<file path="config.mk">
export PLATFORM = sky130hd
export DESIGN_NAME = mlr_ctrl
export DESIGN_NICKNAME = d
export VERILOG_FILES = /design/src/rtl/core/mlr_pkg.sv /design/src/rtl/core/mlr_ctrl.sv
export SDC_FILE = /design/constraint.sdc
export NUM_CORES = 1
export LEC_CHECK = 0
export ABC_AREA = 1
export BUFFER_PORTS_ARGS = -buffer_cell sky130_fd_sc_hd__buf_2
export CAP_MARGIN = 20
export CORE_AREA = 2 2 39 41
export CTS_BUF_LIST = sky130_fd_sc_hd__clkbuf_4
export DETAILED_ROUTE_END_ITERATION = 10
export DIE_AREA = 0 0 41 43
export PLACE_DENSITY = 0.52
export SETUP_SLACK_MARGIN = 0.15
export SYNTH_ARGS = -nofsm -noshare
export SYNTH_HDL_FRONTEND = slang
export SYNTH_SLANG_ARGS = --single-unit
</file>
<file path="constraint.sdc">
create_clock -name clock -period 1.5 [get_ports clock]
set_input_delay 0 -clock clock [delete_from_list [all_inputs] [get_ports clock]]
set_output_delay 0 -clock clock [all_outputs]
set_load 0.01 [all_outputs]
</file>
<file path="src/rtl/core/mlr_pkg.sv">
`timescale 1ns / 1ps

package mlr_pkg;

   // Matrix geometry
   localparam int MaxDim = 32;
   localparam int IdxW   = $clog2(MaxDim);
   localparam int DimW   = $clog2(MaxDim + 1);
   localparam int AddrW  = $clog2(MaxDim * MaxDim);

   // Item field widths
   localparam int OpW    = 2;
   localparam int RowW   = 5;
   localparam int ColW   = 5;
   localparam int DataW  = 32;
   localparam int AmtW   = 8;
   localparam int StepW  = $clog2(AmtW);

   // Request tdata layout, lowest bit first: row, column, value, direction, amount
   localparam int RowLo  = 0;
   localparam int ColLo  = RowLo + RowW;
   localparam int ValLo  = ColLo + ColW;
   localparam int DirLo  = ValLo + DataW;
   localparam int AmtLo  = DirLo + 1;
   localparam int ReqBits  = AmtLo + AmtW;
   localparam int ReqDataW = ((ReqBits + 7) / 8) * 8;

   // Configuration port
   localparam int CsrIdxW = 1;
   localparam int CfgW    = 6;
   localparam logic [CsrIdxW-1:0] CSR_ROW_COUNT = 1'd0;
   localparam logic [CsrIdxW-1:0] CSR_COL_COUNT = 1'd1;

   typedef enum logic [OpW-1:0] {
      OP_WRITE   = 2'd0,
      OP_READ    = 2'd1,
      OP_ROT_ROW = 2'd2,
      OP_ROT_COL = 2'd3
   } op_type;

   typedef enum logic [2:0] {
      ST_IDLE,
      ST_READ,
      ST_MOD,
      ST_PREP,
      ST_GATHER,
      ST_SCATTER
   } state_type;

   // Controller to datapath
   typedef struct packed {
      logic accept;
      logic rsp_load;
      logic mod_step;
      logic prep;
      logic gather;
      logic scatter;
   } cmd_type;

   // Datapath to controller
   typedef struct packed {
      op_type req_op;
      logic   line_ok;
      logic   rsp_free;
      logic   mod_last;
      logic   cnt_last;
   } status_type;

   // Bring a written size into the range 1 .. MaxDim
   function automatic logic [DimW-1:0] clamp_dim(input logic [CfgW-1:0] v);
      logic [DimW-1:0] r;
      if (v == '0) begin
         r = DimW'(1);
      end else if (32'(v) > MaxDim) begin
         r = DimW'(MaxDim);
      end else begin
         r = DimW'(v);
      end
      return r;
   endfunction

endpackage

</file>
<file path="src/rtl/core/mlr_ctrl.sv">
`timescale 1ns / 1ps

module mlr_ctrl (
   input  logic                clock,
   input  logic                reset,
   input  logic                req_tvalid,
   output logic                req_tready,
   input  mlr_pkg::status_type status,
   output mlr_pkg::cmd_type    cmd
);

   import mlr_pkg::*;

   state_type state_ff;
   state_type state_in;

   always_ff @(posedge clock) begin
      if (reset) begin
         state_ff <= ST_IDLE;
      end else begin
         state_ff <= state_in;
      end
   end

   // Sequence one item at a time through the datapath
   always_comb begin
      state_in   = state_ff;
      cmd        = '0;
      req_tready = 1'b0;
      unique case (state_ff)
         ST_IDLE: begin
            req_tready = 1'b1;
            if (req_tvalid) begin
               cmd.accept = 1'b1;
               unique case (status.req_op)
                  OP_WRITE: state_in = ST_IDLE;
                  OP_READ:  state_in = ST_READ;
                  OP_ROT_ROW, OP_ROT_COL: begin
                     // drop a rotation of a line outside the used size
                     if (status.line_ok) begin
                        state_in = ST_MOD;
                     end
                  end
                  default: state_in = ST_IDLE;
               endcase
            end
         end
         ST_READ: begin
            // hold the fetched word until the output register is free
            if (status.rsp_free) begin
               cmd.rsp_load = 1'b1;
               state_in     = ST_IDLE;
            end
         end
         ST_MOD: begin
            cmd.mod_step = 1'b1;
            if (status.mod_last) begin
               state_in = ST_PREP;
            end
         end
         ST_PREP: begin
            cmd.prep = 1'b1;
            state_in = ST_GATHER;
         end
         ST_GATHER: begin
            cmd.gather = 1'b1;
            if (status.cnt_last) begin
               state_in = ST_SCATTER;
            end
         end
         ST_SCATTER: begin
            cmd.scatter = 1'b1;
            if (status.cnt_last) begin
               state_in = ST_IDLE;
            end
         end
         default: state_in = ST_IDLE;
      endcase
   end

endmodule

</file>
==> reports/results.tsv <==
stage	metric	value	unit
clock_network	Post-CTS Resized	0	
synthesis	FF+latch count, synth	3	
routing	Avg Vias per Cell	4.12	
finish	Largest regs	state_ff x3	
clock_network	clk slew on worst S/H paths	0.04	ns
power_and_ir_drop	Pleak	0.000241	uW
synthesis	Yosys Warn Count	0	
critical_path	Worst EP required	1.63	ns
min_path	WHS Path Cells	4	
clock_network	H-tree levels	1	
power_and_ir_drop	Reg power frac	20.4	%
synthesis	Syn Nets	59	
synthesis	Post-Synth Adder-Cell Area	0	%
critical_path	r2r worst-path depth	7	
floorplanning	Die Y	43	um
synthesis	Yosys cell types	16	
sta	RSZ-0062 raised after global routing	false	
synthesis	top cells by area, synth	dfxtp_1, nand2_1, nor2_1	
clock_network	CTS tree	done	
floorplanning	DIE AREA	1760	um2
power_and_ir_drop	sw frac	50.6	%
global_routing	Global Route Usage Sum	10.4	%
finish	most common cell after layout, fill and taps aside	buf_2	
sta	min Tclk post-route	1.22	ns
routing	Final ANT Viol Nets	0	
synthesis	post-synthesis simple-gate area fraction	60.5	%
finish	Ant. Diodes	0	
sta	worst slew margin relative to its limit	78.2	%
floorplanning	Core Footprint	1380	um2
critical_path	CP Max Fanout	8	
sta	Final WS setup	0.279	ns
routing	final wirelength	718	um
status	status	complete, no violations	
synthesis	mux share of post-synthesis cell area	0	%
clock_network	clk root buf	clkbuf_4	
synthesis	Synth Area in XOR/XNOR	0	%
finish	most frequent cells in the layout	buf_2, nand2_1, nor2_1, inv_1, clkbuf_4	
critical_path	CP arrival	1.35	ns
global_routing	largest net degree at the start of global routing	9	
finish	final net count	78	
synthesis	post-synth top area share	20.6	%
power_and_ir_drop	PD cells	2290	nW/um2
sta	slew of the pin with the lowest slew margin	0.326	ns
global_routing	global-route wire length before repair	1.21	mm
placed_design	gpl congestion	0.712	
synthesis	Post-Syn Instances	50	
synthesis	Syn Std Cell Area	292	um2
routing	wire per inst	8.55	um
global_routing	GRT overflow	0	
power_and_ir_drop	Clk pwr share	17.1	%
global_routing	vias in the first global route	329	
synthesis	largest area contributor in the netlist	dfxtp_1	
critical_path	crit path kind	flop to flop	
sta	final setup fails	0	
routing	Vias	346	
sta	Clock Skews	0.00280	ns
synthesis	Mean Syn Cell Area	5.83	um2
power_and_ir_drop	combinational power share	62.5	%
finish	Largest Register	state_ff	
sta	final period utilization	81.4	%
routing	first drt pass iteration count	2	
synthesis	Synth Area in Compound Gates	3.43	%
floorplanning	row cnt	14	
routing	1st-iter DRT viols	3	
sta	Final Hold Viols	0	
global_routing	initial antenna violation count	0	
routing	drt drc	0	
finish	Syn-to-layout area delta	39.1	%
critical_path	CP Launch Type	flop	
placed_design	DP Worst Slack	0.285	ns
placed_design	DP HPWL	588	um
power_and_ir_drop	Tot Pwr	928	uW
power_and_ir_drop	sw power	470	uW
finish	share of cells above drive strength 1	39.7	%
finish	max reg flops	3	
floorplanning	Starting Density	21.1	%
clock_network	Clock Sinks	3	
floorplanning	Boundary Pins	16	
sta	setup_tns	0	ns
critical_path	critical path capture point type	flop	
power_and_ir_drop	internal power	458	uW
placed_design	Port Buffers	15	
clock_network	# Post-CTS Setup Buffers	0	
clock_network	clk buf depth	2	
synthesis	largest family of logic cells by synthesized area	simple AND/OR/NAND/NOR gates	
clock_network	cts bufs inserted	3	
clock_network	cts hold-fix bufs	0	
sta	Slew Viols, Final	0	
flow_run	max-cap viol count	0	
floorplanning	Die X	41	um
sta	fmax	819	MHz
synthesis	Seq/Total Area, Yosys	20.6	%
min_path	Hold WC Path Type	input port to flop	
power_and_ir_drop	maximum VDD drop	0.638	mV
clock_network	Clock Latency Late Sink	0.23	ns
-- final timing paths --
path	to	from	slack, ns
max reg2reg	state_ff[0]	state_ff[1]	0.28
min reg2reg	state_ff[0]	state_ff[0]	0.55
max	state_ff[0]	state_ff[1]	0.28
min	state_ff[2]	reset	0.03
-- cells by family after synthesis --
logic type	after synthesis
buf+inv	10
compound gates	2
simple gates	35
flops	3
-- cells in the mapped netlist, drive strengths merged --
| library cell | n |
|---|---|
| nand2 | 16 |
| nand3 | 2 |
| dfxtp | 3 |
| nor4 | 1 |
| nor3b | 1 |
| a21oi | 1 |
| nand4 | 2 |
| nand3b | 1 |
| nor2 | 12 |
| o21ai | 1 |
| inv | 9 |
| buf | 1 |
-- metrics by stage --
stage / instance area (um2) / util, % / hold slack, ns / instances
2_1_floorplan: 292 / - / 0.109 / 50
3_3_place_gp: 375 / 27.1 / 0.272 / 80
3_5_place_dp: 375 / 27.1 / 0.274 / 80
4_1_cts: 405 / 29.3 / 0.0251 / 84
5_1_grt: 405 / 29.3 / 0.0587 / 84
6_report: 405 / 29.3 / 0.0336 / 84
-- area by class of cell --
cell class	instances	area (um2)
well taps	16	20.0
flip-flops and latches	3	60.1
clock buffers	4	30.0
multi-input cells	37	186
inverters	9	33.8
repair buffers	15	75.1
fillers	167	978
-- routing by layer --
metal | wire length [um] | vias to the layer above | track usage [%]
li1 | - | 189 | -
met1 | 308 | 142 | 12.5
met2 | 305 | 13 | 13.8
met3 | 93 | 2 | 4.71
met4 | 10 | 0 | 8.00
met5 | 0 | - | 0
-- worst max-delay path, stage by stage (launching register included) --
cell	delay [ns]
dfxtp_1	0.50
inv_2	0.09
nand3b_1	0.10
nand2_1	0.09
nor2_4	0.17
nand2_1	0.08
nand2_1	0.06
nor2_1	0.03
-- power by group through the flow --
stage | Sequential (uW) | Combinational, uW | Clock, uW
5_1_grt | 198 | 678 | 173
3_5_place_dp | 190 | 583 | 0
4_1_cts | 189 | 587 | 169
2_1_floorplan | 152 | 496 | 0
6_report | 189 | 580 | 159
3_3_place_gp | 188 | 583 | 0
(Power assumes the default switching activity.)
